### src/rtl/ffoa_pkg.sv
package ffoa_pkg;

    localparam int FREE_SEGMENTS_DEF = 16;
    localparam int BUFFER_IDS_DEF    = 64;
    localparam int OFFSET_BITS_DEF   = 40;
    localparam int ALIGN_W           = 21;
    localparam int CFG_ADDR_W        = 4;
    localparam int CFG_DATA_W        = 64;

    localparam logic [ALIGN_W-1:0] ALIGN_SMALL = ALIGN_W'(128);
    localparam logic [ALIGN_W-1:0] ALIGN_LARGE = ALIGN_W'(65536);
    localparam int                 LARGE_THRESHOLD = 32768;

    typedef enum logic [2:0] {
        ST_OK         = 3'd0,
        ST_ZERO_SIZE  = 3'd1,
        ST_NEVER      = 3'd2,
        ST_FREED      = 3'd3,
        ST_IDS_OUT    = 3'd4,
        ST_TABLE_FULL = 3'd5,
        ST_NO_CAP     = 3'd6,
        ST_BAD_ALIGN  = 3'd7
    } status_t;

    typedef enum logic [3:0] {
        S_IDLE,
        S_CHECK,
        S_SEARCH,
        S_HIT,
        S_TAIL,
        S_TAIL_APPLY,
        S_RECORD,
        S_FREE_READ,
        S_FREE_SCAN,
        S_FREE_MERGE
    } state_t;

    typedef enum logic [1:0] {
        IDX_HOLD,
        IDX_ZERO,
        IDX_INC,
        IDX_LAST
    } idx_op_t;

    typedef enum logic [3:0] {
        SEG_NONE,
        SEG_SPLIT,
        SEG_SET_END_B,
        SEG_SET_BEGIN_BSZ,
        SEG_REMOVE,
        SEG_APPEND_GAP,
        SEG_F_BOTH,
        SEG_F_LEFT,
        SEG_F_RIGHT,
        SEG_F_INSERT
    } seg_op_t;

    typedef struct packed {
        logic    load;
        logic    calc;
        idx_op_t idx_op;
        logic    latch_b;
        logic    latch_tail;
        logic    latch_left;
        seg_op_t seg_op;
        logic    heap_upd;
        logic    record;
        logic    clr_live;
        logic    finish;
        logic    ok_alloc;
        status_t code;
    } cmd_t;

    typedef struct packed {
        logic is_free;
        logic zero;
        logic bad_al;
        logic ids_out;
        logic id_bad;
        logic dead;
        logic in_range;
        logic fit;
        logic scan_go;
        logic left_now;
        logic left_reg;
        logic right;
        logic gap;
        logic rest;
        logic full;
        logic tail;
        logic over_cap;
        logic moved;
    } flags_t;

endpackage

### src/rtl/ffoa_ctrl.sv
module ffoa_ctrl
    import ffoa_pkg::*;
(
    input  logic   clk,
    input  logic   rst_n,
    input  logic   start,
    input  flags_t flags,
    output cmd_t   cmd,
    output logic   busy
);

    state_t state_reg;
    state_t state_next;

    always_ff @(posedge clk or negedge rst_n)
    begin
        if (!rst_n)
        begin
            state_reg <= S_IDLE;
        end
        else
        begin
            state_reg <= state_next;
        end
    end

    assign busy = (state_reg != S_IDLE);

    always_comb
    begin
        state_next = state_reg;
        case (state_reg)
            S_IDLE:
            begin
                if (start)
                begin
                    state_next = S_CHECK;
                end
            end
            S_CHECK:
            begin
                if (flags.is_free)
                begin
                    state_next = (flags.id_bad || flags.dead) ? S_IDLE : S_FREE_READ;
                end
                else
                begin
                    state_next = (flags.zero || flags.bad_al || flags.ids_out) ? S_IDLE
                                                                               : S_SEARCH;
                end
            end
            S_SEARCH:
            begin
                if (!flags.in_range)
                begin
                    state_next = S_TAIL;
                end
                else if (flags.fit)
                begin
                    state_next = S_HIT;
                end
            end
            S_HIT:
            begin
                state_next = (flags.gap && flags.rest && flags.full) ? S_IDLE : S_RECORD;
            end
            S_TAIL:
            begin
                state_next = S_TAIL_APPLY;
            end
            S_TAIL_APPLY:
            begin
                if (flags.over_cap)
                begin
                    state_next = S_IDLE;
                end
                else if (!flags.tail && flags.moved && flags.full)
                begin
                    state_next = S_IDLE;
                end
                else
                begin
                    state_next = S_RECORD;
                end
            end
            S_RECORD:
            begin
                state_next = S_IDLE;
            end
            S_FREE_READ:
            begin
                state_next = S_FREE_SCAN;
            end
            S_FREE_SCAN:
            begin
                if (!(flags.in_range && flags.scan_go))
                begin
                    state_next = S_FREE_MERGE;
                end
            end
            S_FREE_MERGE:
            begin
                state_next = S_IDLE;
            end
            default:
            begin
                state_next = S_IDLE;
            end
        endcase
    end

    always_comb
    begin
        cmd = '0;
        cmd.idx_op = IDX_HOLD;
        cmd.seg_op = SEG_NONE;
        cmd.code   = ST_OK;
        case (state_reg)
            S_IDLE:
            begin
                cmd.load = start;
            end
            S_CHECK:
            begin
                cmd.calc   = 1'b1;
                cmd.idx_op = IDX_ZERO;
                if (flags.is_free)
                begin
                    if (flags.id_bad)
                    begin
                        cmd.finish = 1'b1;
                        cmd.code   = ST_NEVER;
                    end
                    else if (flags.dead)
                    begin
                        cmd.finish = 1'b1;
                        cmd.code   = ST_FREED;
                    end
                end
                else if (flags.zero)
                begin
                    cmd.finish = 1'b1;
                    cmd.code   = ST_ZERO_SIZE;
                end
                else if (flags.bad_al)
                begin
                    cmd.finish = 1'b1;
                    cmd.code   = ST_BAD_ALIGN;
                end
                else if (flags.ids_out)
                begin
                    cmd.finish = 1'b1;
                    cmd.code   = ST_IDS_OUT;
                end
            end
            S_SEARCH:
            begin
                cmd.latch_b = 1'b1;
                if (!flags.in_range)
                begin
                    cmd.idx_op = IDX_LAST;
                end
                else if (!flags.fit)
                begin
                    cmd.idx_op = IDX_INC;
                end
            end
            S_HIT:
            begin
                if (flags.gap && flags.rest)
                begin
                    if (flags.full)
                    begin
                        cmd.finish = 1'b1;
                        cmd.code   = ST_TABLE_FULL;
                    end
                    else
                    begin
                        cmd.seg_op = SEG_SPLIT;
                    end
                end
                else if (flags.gap)
                begin
                    cmd.seg_op = SEG_SET_END_B;
                end
                else if (flags.rest)
                begin
                    cmd.seg_op = SEG_SET_BEGIN_BSZ;
                end
                else
                begin
                    cmd.seg_op = SEG_REMOVE;
                end
            end
            S_TAIL:
            begin
                cmd.latch_tail = 1'b1;
            end
            S_TAIL_APPLY:
            begin
                if (flags.over_cap)
                begin
                    cmd.finish = 1'b1;
                    cmd.code   = ST_NO_CAP;
                end
                else if (flags.tail)
                begin
                    cmd.heap_upd = 1'b1;
                    cmd.seg_op   = flags.gap ? SEG_SET_END_B : SEG_REMOVE;
                end
                else if (flags.moved && flags.full)
                begin
                    cmd.finish = 1'b1;
                    cmd.code   = ST_TABLE_FULL;
                end
                else
                begin
                    cmd.heap_upd = 1'b1;
                    cmd.seg_op   = flags.moved ? SEG_APPEND_GAP : SEG_NONE;
                end
            end
            S_RECORD:
            begin
                cmd.record   = 1'b1;
                cmd.finish   = 1'b1;
                cmd.ok_alloc = 1'b1;
                cmd.code     = ST_OK;
            end
            S_FREE_SCAN:
            begin
                if (flags.in_range && flags.scan_go)
                begin
                    cmd.idx_op = IDX_INC;
                end
                else
                begin
                    cmd.latch_left = 1'b1;
                    cmd.idx_op     = flags.left_now ? IDX_INC : IDX_HOLD;
                end
            end
            S_FREE_MERGE:
            begin
                cmd.finish = 1'b1;
                if (flags.left_reg && flags.right)
                begin
                    cmd.seg_op   = SEG_F_BOTH;
                    cmd.clr_live = 1'b1;
                end
                else if (flags.left_reg)
                begin
                    cmd.seg_op   = SEG_F_LEFT;
                    cmd.clr_live = 1'b1;
                end
                else if (flags.right)
                begin
                    cmd.seg_op   = SEG_F_RIGHT;
                    cmd.clr_live = 1'b1;
                end
                else if (flags.full)
                begin
                    cmd.code = ST_TABLE_FULL;
                end
                else
                begin
                    cmd.seg_op   = SEG_F_INSERT;
                    cmd.clr_live = 1'b1;
                end
            end
            default:
            begin
                cmd.idx_op = IDX_HOLD;
            end
        endcase
    end

endmodule

### config.mk
export PLATFORM = sky130hd
export DESIGN_NAME = ffoa_ctrl
export DESIGN_NICKNAME = d
export VERILOG_FILES = /design/src/rtl/ffoa_pkg.sv /design/src/rtl/ffoa_ctrl.sv
export SDC_FILE = /design/constraint.sdc
export NUM_CORES = 1
export LEC_CHECK = 0
export BUFFER_PORTS_ARGS = -buffer_cell sky130_fd_sc_hd__clkbuf_2
export CORE_UTILIZATION = 43
export CTS_CLUSTER_DIAMETER = 100
export DETAILED_ROUTE_END_ITERATION = 8
export PLACE_DENSITY = 0.78
export SYNTH_ARGS = -nofsm -noshare
export SYNTH_HDL_FRONTEND = slang
export SYNTH_SLANG_ARGS = --single-unit
### constraint.sdc
create_clock -name clk -period 2.15 [get_ports clk]
set_clock_uncertainty 0.15 [all_clocks]
set_input_delay 0.43 -clock clk [delete_from_list [all_inputs] [get_ports clk]]
set_output_delay 0.43 -clock clk [all_outputs]
set_load 0.02 [all_outputs]
==> flow_summary.ini <==
[status]
outcome = complete, but fails checks
violations = setup timing

[worst_setup_path]
worstSetupEndpoint = cmd[2]
cpPeakStageDelay_ns = 0.55
cp.required_ns = 1.57
crit_type = flop to output port
r2r-end = state_reg[0]
crit_chain = nor2_4 > nand3_2 > or4_4 > nand3_2 > buf_8
path_common_cell = nand3_2
r2r_slack_ns = 0.20
worstPathArrival_ns = 1.68
r2r-start = state_reg[2]
r2r_cells = 5
slowest_stage = or4_4
startpoint_type = flop
endpoint_kind = output port
startpoint = state_reg[3]
cp_max_fo = 7

[floorplan]
die_w_um = 43.0
pin_count = 41
initial_core_util = 0.470
rows = 14
core_region_area_mm2 = 0.00154
die_area_mm2 = 0.00185
die_y_um = 43.0

[drt]
drtPass1Iterations = 4
drt_iter0_markers = 28
drt.antenna.violating_nets = 0
wl_per_cell_um = 14.1
vias = 1017
drc = 0
routed_wl_mm = 2.46
via_per_inst = 5.81

[final_layout]
areaGrowthSynthToFinish_pct = 56.3
layout-drive-gt1-share = 0.465
fill_cells = 121
diodes = 0
nets = 185
largest_register_ffs = 4
fin_area_mm2 = 0.00113

[placement]
gp_congestion = 0.868
place.detailed.hpwl_mm = 1.71
portBuffers = 40
placed_cell_area_um2 = 981

[timing]
final.period_utilization = 1.05
setup_slack_ns = -0.110
max_freq_ghz = 0.442
hold_violations = 0
fin_hold_ws_ns = 0.391
final-setup-viol-count = 6
drv_slew = 0
period_needed_ns = 2.26
max_slew_margin = 0.750
worstMarginPinSlew_ns = 0.365
rsz0062_at_grt = yes

[flow_run]
maxCapViolCount = 0

[synth]
synth_flop_cell = dfrtp_1
ys_warn_count = 0
synth_cell_types = 40
synth_edf_count = 0
yosys.cell_count.top_type = nor2_1
async_reset_ff_frac = 1.00
synthesis.nets = 132
synth_top_cell_area_share = 0.138
synth.area.top_cells = dfrtp_1 14%, nor3_1 6.2%, a21oi_1 5.5%
netlist_area_um2 = 724
ys_ff_latch = 4
yosys-top-cells-count = 10 x nor2_1, 9 x inv_1, 9 x nor3_1, 8 x a21oi_1, 8 x nand2_1
seq_area_frac_synth = 0.138
synth_top_area_cell = dfrtp_1
syn_area_per_cell_um2 = 6.71
syn_inst = 108

[global_route]
grt_max_degree = 13
grt_pass1_wl_mm = 3.64
first_global_vias = 867
gr-total-overflow = 0
grtUsageTotal = 0.246
antenna_found_initial = 0

[cts]
ctsRootBufferMaster = clkbuf_4
cts-buffers-inserted = 3
cts_tree = built
clkSlewWorstSetupHoldPaths_ns = 0.04
cts-htree-levels = 1
cts_sinks = 4
clock_path_buffers = 2
clk_latency_ns = 0.23

[power]
power_density_mw_per_mm2 = 995
ir_drop_v = 0.000606
power_leakage_uw = 0.000570

[worst_hold_path]
hold_class = input pin to asynchronous set/reset pin
## stage by stage
| stage | setup slack [ns] | util | cells | TNS, ns | total power [uW] |
|---|---|---|---|---|---|
| 4_1_cts | -0.0992 | 0.688 | 173 | -0.280 | 1030 |
| 3_5_place_dp | 0.0996 | 0.636 | 167 | 0 | 879 |
| 2_1_floorplan | 0.0645 | - | 108 | 0 | 615 |
| 6_report | -0.110 | 0.735 | 175 | -0.361 | 1130 |
| 5_1_grt | -0.156 | 0.735 | 175 | -0.824 | 1200 |
| 3_3_place_gp | 0.0959 | 0.636 | 167 | 0 | 867 |
## per-layer routing
metal  GRT usage  up-vias  part of all wire
met5           0        -                 0
met1       0.349      486              0.45
li1            -      498                 -
met2       0.406       33              0.51
met3      0.0128        0             0.037
met4      0.0606        0                 0
## power breakdown
group	internal, uW	leakage, uW	switching, uW
sequential	106	0.0000481	57.5
combinational	377	0.000508	492
clock	62.5	0.0000138	31.8
total	546	0.000570	581
## layout make-up
cell class,instances,area [um^2],share of cell area
clock buffer,3,22.5,0.0199
inverter,10,37.5,0.0331
multi-input combinational,88,623,0.550
sequential,4,104,0.0917
tap,16,20.0,0.0177
timing repair buffer,54,325,0.287
## cell usage in the layout (no fill, tap or decap), types with 3 or more instances in the layout
| cell type | n |
|---|---|
| nand2b_1 | 3 |
| o21ai_0 | 3 |
| a21oi_1 | 8 |
| or3_1 | 3 |
| nor2_1 | 9 |
| ha_1 | 3 |
| o211ai_1 | 3 |
| inv_1 | 9 |
| dfrtp_2 | 3 |
| nor3_1 | 4 |
| clkbuf_2 | 35 |
| nor3_2 | 5 |
| clkbuf_4 | 3 |
| buf_4 | 16 |
| nand2_1 | 8 |
## critical path: cells and delay by family, from the launching register on
kind	cells	cell delay, ns
simple gates	4	0.87
buf+inv	1	0.11
flops	1	0.46
## how the worst min path moves through the flow
| stage | to | cells past startpoint |
|---|---|---|
| after floorplan | state_reg[0] | 0 |
| after global placement | state_reg[1] | 1 |
| after detailed placement | state_reg[2] | 1 |
| after CTS | state_reg[1] | 3 |
| after global routing | state_reg[1] | 2 |
| final | state_reg[1] | 2 |
## logic make-up (layout without fill, tap and decap cells)
logic type,count (synthesis),in the layout,share of synthesized area
DFF,4,4,0.138
and+or+nand+nor,56,56,0.433
buffers and inverters,16,67,0.0950
muxes,1,1,0.0138
adders and majority gates,3,3,0.0518
AOI/OAI and AO/OA,28,28,0.268
## what timing repair did
item	in CTS	in global routing
setup endpoints to repair	8	12
hold buffers	1	0
cloned	0	0
hold endpoints to repair	4	0
setup buffers	2	2
gates resized for setup	9	18
pin swaps	1	5
Note: power is estimated with default switching activity, not from simulation.
